### src/rtl/core/damped_oscillator_ssm_imex_step_macros.svh
// Assertion macros for the damped oscillator step block
`ifndef DAMPED_OSCILLATOR_SSM_IMEX_STEP_MACROS_SVH
`define DAMPED_OSCILLATOR_SSM_IMEX_STEP_MACROS_SVH
`ifndef SYNTHESIS
`define DOS_ASSERT_IMPL(label, clk, rst_n, ante, cons) \
  label: assert property (@(posedge clk) disable iff (!rst_n) (ante) |-> (cons)) \
    else $error("assertion failed");
`define DOS_ASSERT_NEXT(label, clk, rst_n, ante, cons) \
  label: assert property (@(posedge clk) disable iff (!rst_n) (ante) |=> (cons)) \
    else $error("assertion failed");
`else
`define DOS_ASSERT_IMPL(label, clk, rst_n, ante, cons)
`define DOS_ASSERT_NEXT(label, clk, rst_n, ante, cons)
`endif
`endif

### src/rtl/core/dos_pkg.sv
// Shared types and constants for the damped oscillator step block
package dos_pkg;
  localparam int Channels = 64;
  localparam int ChW = 6;
  localparam int FracBits = 24;
  localparam logic [24:0] DtMinReset = 25'd17;
  localparam logic [30:0] DtMaxReset = 31'(1 << FracBits);
  localparam logic [24:0] SMinReset = 25'd17;
  localparam logic [1:0] RegDtMin = 2'd0;
  localparam logic [1:0] RegDtMax = 2'd1;
  localparam logic [1:0] RegSMin = 2'd2;

  localparam logic [3:0] OpDtSq = 4'd0;
  localparam logic [3:0] OpStab = 4'd1;
  localparam logic [3:0] OpDamp = 4'd2;
  localparam logic [3:0] OpCombRe = 4'd3;
  localparam logic [3:0] OpCombIm = 4'd4;
  localparam logic [3:0] OpVelRe = 4'd5;
  localparam logic [3:0] OpSumRe = 4'd6;
  localparam logic [3:0] OpVelIm = 4'd7;
  localparam logic [3:0] OpSumIm = 4'd8;

  typedef struct packed {
    logic [5:0] channel;
    logic first;
    logic signed [31:0] a_coef;
    logic signed [31:0] g_coef;
    logic signed [31:0] dt_raw;
    logic signed [31:0] drive_real;
    logic signed [31:0] drive_imag;
  } in_item_t;

  typedef struct packed {
    logic signed [31:0] vel_real;
    logic signed [31:0] vel_imag;
    logic signed [31:0] pos_real;
    logic signed [31:0] pos_imag;
  } out_item_t;

  typedef struct packed {
    logic start;
    logic signed [31:0] num;
    logic [31:0] den;
  } div_req_t;

  typedef struct packed {
    logic done;
    logic signed [31:0] quo;
  } div_rsp_t;

  function automatic logic signed [31:0] sat32(input logic signed [33:0] v);
    logic signed [31:0] r;
    if (v > 34'sh0_7FFF_FFFF) r = 32'sh7FFF_FFFF;
    else if (v < -34'sh0_8000_0000) r = 32'sh8000_0000;
    else r = v[31:0];
    return r;
  endfunction
endpackage

### src/rtl/core/dos_divider.sv
// Restoring divider: round((num << FracBits) / den), half away from zero, saturated
module dos_divider (
  input  logic clk,
  input  logic rst_n,
  input  dos_pkg::div_req_t req,
  output dos_pkg::div_rsp_t rsp
);
  localparam int NW = 32 + dos_pkg::FracBits;
  logic [NW-1:0] num_r, num_nxt;
  logic [NW-1:0] quo_r, quo_nxt;
  logic [32:0] rem_r, rem_nxt;
  logic [31:0] den_r;
  logic neg_r;
  logic [6:0] cnt_r;
  logic busy_r, done_r;
  logic [33:0] trial;
  logic [NW:0] rq;
  logic [33:0] twice;
  logic signed [33:0] sq;

  always_comb begin
    rem_nxt = {rem_r[31:0], num_r[NW-1]};
    num_nxt = {num_r[NW-2:0], 1'b0};
    trial = {1'b0, rem_nxt} - {2'b0, den_r};
    quo_nxt = {quo_r[NW-2:0], ~trial[33]};
    if (!trial[33]) rem_nxt = trial[32:0];
    twice = {rem_r, 1'b0};
    rq = {1'b0, quo_r} + ((twice >= {2'b0, den_r}) ? (NW+1)'(1) : (NW+1)'(0));
    if (rq > (NW+1)'(34'h0_8000_0000)) sq = 34'sh0_8000_0000;
    else sq = $signed({1'b0, rq[32:0]});
    if (neg_r) sq = -sq;
  end

  always_ff @(posedge clk) begin
    if (!rst_n) begin
      busy_r <= 1'b0;
      done_r <= 1'b0;
      cnt_r <= '0;
    end else begin
      done_r <= 1'b0;
      if (req.start) begin
        busy_r <= 1'b1;
        cnt_r <= 7'(NW);
        neg_r <= req.num[31];
        num_r <= NW'($unsigned(req.num[31] ? -req.num : req.num)) << dos_pkg::FracBits;
        den_r <= req.den;
        rem_r <= '0;
        quo_r <= '0;
      end else if (busy_r) begin
        num_r <= num_nxt;
        rem_r <= rem_nxt;
        quo_r <= quo_nxt;
        cnt_r <= cnt_r - 7'd1;
        if (cnt_r == 7'd1) begin
          busy_r <= 1'b0;
          done_r <= 1'b1;
        end
      end
    end
  end

  assign rsp.done = done_r;
  assign rsp.quo = dos_pkg::sat32(sq);
endmodule

### config.mk
export PLATFORM = sky130hd
export DESIGN_NAME = dos_divider
export DESIGN_NICKNAME = d
export VERILOG_FILES = /design/src/rtl/core/damped_oscillator_ssm_imex_step_macros.svh /design/src/rtl/core/dos_pkg.sv /design/src/rtl/core/dos_divider.sv
export SDC_FILE = /design/constraint.sdc
export NUM_CORES = 1
export LEC_CHECK = 0
export ABC_AREA = 1
export BUFFER_PORTS_ARGS = -buffer_cell sky130_fd_sc_hd__clkbuf_2
export CAP_MARGIN = 20
export CORE_MARGIN = 8
export CORE_UTILIZATION = 45
export CTS_BUF_LIST = sky130_fd_sc_hd__clkbuf_8
export CTS_CLUSTER_SIZE = 12
export DETAILED_ROUTE_END_ITERATION = 8
export PLACE_DENSITY = 0.74
export SLEW_MARGIN = 20
export SYNTH_ARGS = -nofsm -noshare
export SYNTH_HDL_FRONTEND = slang
export SYNTH_SLANG_ARGS = --single-unit
### constraint.sdc
create_clock -name clk -period 14.8 [get_ports clk]
set_input_delay 0.74 -clock clk [delete_from_list [all_inputs] [get_ports clk]]
set_output_delay 0.74 -clock clk [all_outputs]
set_load 0.03 [all_outputs]
==> results.yml <==
timing:
  slew_headroom_pct: 36.6
  fin_crit_sh_pct: 50.7
  max_freq_mhz: 133
  report.final.hold_viol_count: 0
  rsz0062_at_grt: "no"
  tightest_slew_ns: 0.951
  finalWorstSetupSlack_ns: 7.30
  final.min_clock_period_ns: 7.50
  finalSetupViolations: 0
  fin_setup_tns_ns: 0
  timing.hold.ws_ns: 0.436
  fin_skew_ns: 0.0240
  drv_slew: 0
power_and_ir_drop:
  seqPwrFrac_pct: 46.7
  power_mw: 1.28
  power_frac_clock_pct: 25.4
  swShare_pct: 35.9
  p_sw_mw: 0.458
  vdd_drop_max_uv: 80.9
  internal_power_mw: 0.820
  pwr-share-comb_pct: 27.9
  p_leak_nw: 6.17
  power.density_nw_per_um2: 90.4
cts:
  hold_buffers: 0
  numCtsBuffers: 17
  cts_sinks: 163
  root_buffer: "clkbuf_8"
  post_cts_resized: 0
  tritoncts: "done"
  post_cts_buffers: 0
  htree_levels: 4
  ctsLongestPathBuffers: 2
  clock_latency_ns: 0.48
  path_clk_slew_ns: 0.10
die:
  die_area_um2: 34500
  rows: 62
  die_height_um: 186
  coreArea_um2: 28500
  fp.dieW_um: 186
  floorplan.initialDensity_pct: 45.4
  boundaryPins: 100
setup_path:
  r2r_setup_slack_ns: 11.03
  cp_data_arrival_time_ns: 6.76
  r2r_start: "den_r[0]"
  crit_end: "rsp[22]"
  path_common_cell: "nand2_1"
  end_kind: "primary output"
  required_ns: 14.06
  cp_max_fo: 59
  r2r_cells: 13
  cp_slowest_cell: "nand2_4"
  cp-startpoint: "rem_r[15]"
  cp-start-kind: "flip-flop"
  reg2reg_to: "rem_r[28]"
  worstSetupPathType: "flip-flop to primary output"
  cpPeakStageDelay_ns: 0.46
synth:
  synth_edf_count: 154
  synth-seq-area-share_pct: 37.1
  syn_avg_cell_area_um2: 7.01
  synth-seq-cells: 163
  ys_types: 54
  dominantRegCellSynth: "edfxtp_1"
  yosysWarnings: 0
  synthCells: 1849
  syn_area_um2: 13000
  async_reset_ff_share_pct: 0
  synth_fp_nets: 1955
global_route:
  met3_usage_pct: 4.06
  grtUsageMet1_pct: 27.9
  grt_pass1_wl_um: 60000
  grt_max_degree: 96
  grt_pass1_vias: 12019
  grt_busiest_layer: "met2"
  grt_use_met2_pct: 36.2
  grt_overflow_total: 0
  grt_use_total_pct: 21.7
  antenna_found_initial: 0
place:
  placed_cells: 2291
  io_buffers: 99
  hpwl_um: 29200
  place_ws_ns: 7.66
  place_area_um2: 13700
  gp_congestion: 0.991
run:
  cap_violations: 0
routing:
  drtIter0Drc: 1057
  vias_per_cell: 5.37
  firstDrtPassIters: 6
  wl_per_cell_um: 16.0
  drt-total-wl_um: 37100
  drc: 0
  vias: 12478
  drtAntennaViolNets: 0
cells_and_area:
  stdcell_count: 2323
  diodes: 0
  utilization_pct: 49.5
  fin_area_um2: 14100
  finalNetCount: 2032
  drive_gt1_share_pct: 9.95
  syn2layout_area_growth_pct: 9.09
  fillCellCount: 2975
hold_path:
  hp-class: "primary input to flip-flop"
  holdPathStages: 1
status:
  status: "completed"
[cells in the mapped netlist, drive strengths merged (6+ instances only)]
cell,count,area (um^2)
nand2,531,2030
clkbuf,29,109
nand4,33,213
buf,16,134
nand3b,8,60.1
a31oi,6,37.5
dfxtp,9,180
or2,11,68.8
ha,38,475
o21ai,127,639
inv,219,822
xnor2,29,254
o41ai,20,190
edfxtp,154,4620
nand3,103,531
a21oi,82,414
nor2,315,1260
a21o,6,45.0
nor3,20,100
xor2,52,455
[how the worst min path moves through the flow]
stage	from	endpoint	slack (ns)
after floorplan	cnt_r[2]	cnt_r[2]	0.46
after global routing	req[0]	den_r[0]	0.42
after CTS	req[7]	den_r[7]	0.42
after global placement	cnt_r[2]	cnt_r[2]	0.48
final	req[20]	den_r[20]	0.44
after detailed placement	cnt_r[2]	cnt_r[2]	0.49
[routing by layer]
layer,up-vias,wire length (um)
li1,6245,-
met1,5764,16400
met2,409,17100
met3,60,2460
met4,0,1070
met5,-,0
[sequential cells by signal, indices dropped and copies added (netlist names)]
| name | cells |
|---|---|
| num_r | 32 |
| cnt_r | 7 |
| done_r | 1 |
| neg_r | 1 |
| quo_r | 56 |
| busy_r | 1 |
| rem_r | 33 |
| den_r | 32 |
[layout make-up]
| class | count | area, um^2 | area share [%] |
|---|---|---|---|
| Sequential cell | 163 | 4800 | 34.0 |
| Clock buffer | 17 | 234 | 1.65 |
| Inverter | 221 | 830 | 5.87 |
| Timing Repair Buffer | 103 | 529 | 3.74 |
| Clock inverter | 15 | 150 | 1.06 |
| Multi-Input combinational cell | 1420 | 7110 | 50.3 |
| Tap cell | 384 | 480 | 3.40 |
[worst max-delay path, delay by kind of cell, from the launching register on]
family	cells	cell delay, ns
DFF	1	0.42
adders and majority gates	4	1.12
buffers and inverters	2	0.28
and+or+nand+nor	24	4.10
AOI/OAI and AO/OA	3	0.31
[power by group through the flow]
stage | clock (mW) | sequential [mW] | combinational [mW]
after floorplan | 0 | 0.596 | 0.268
after global placement | 0 | 0.605 | 0.349
after detailed placement | 0 | 0.606 | 0.355
after CTS | 0.334 | 0.596 | 0.357
after global routing | 0.347 | 0.602 | 0.403
final | 0.325 | 0.597 | 0.357
[placed cells by master, fill, tap and decap left out, types with 5 or more instances in the layout]
cell type / Yosys / final
clkbuf_2: 0 / 99
nor2_4: 8 / 8
edfxtp_1: 154 / 154
o31ai_1: 5 / 5
or2_2: 9 / 9
nor2_2: 9 / 9
o21ai_0: 113 / 113
o21ai_1: 13 / 13
inv_2: 11 / 12
nor2_1: 298 / 298
nor3_1: 20 / 20
nand3b_1: 8 / 8
xnor2_1: 29 / 29
xor2_1: 52 / 52
clkbuf_8: 0 / 17
nand2_2: 10 / 10
o41ai_1: 18 / 18
inv_1: 208 / 207
ha_1: 38 / 38
a21oi_1: 81 / 81
nand2_1: 520 / 519
a21o_1: 6 / 6
dfxtp_1: 9 / 9
nand3_1: 100 / 99
nand4_1: 32 / 32
a31oi_1: 6 / 6
o211ai_1: 5 / 5
[cell families (layout without fill, tap and decap cells)]
logic type,count (synthesis),count (layout),share of synthesized area [%]
compound gates,267,267,11.8
xor+xnor,81,81,5.47
fa+ha+maj,39,39,3.82
buf+inv,266,356,8.27
flops,163,163,37.1
simple gates,1033,1033,33.6
No activity file was read; power rests on OpenSTA's default activity.
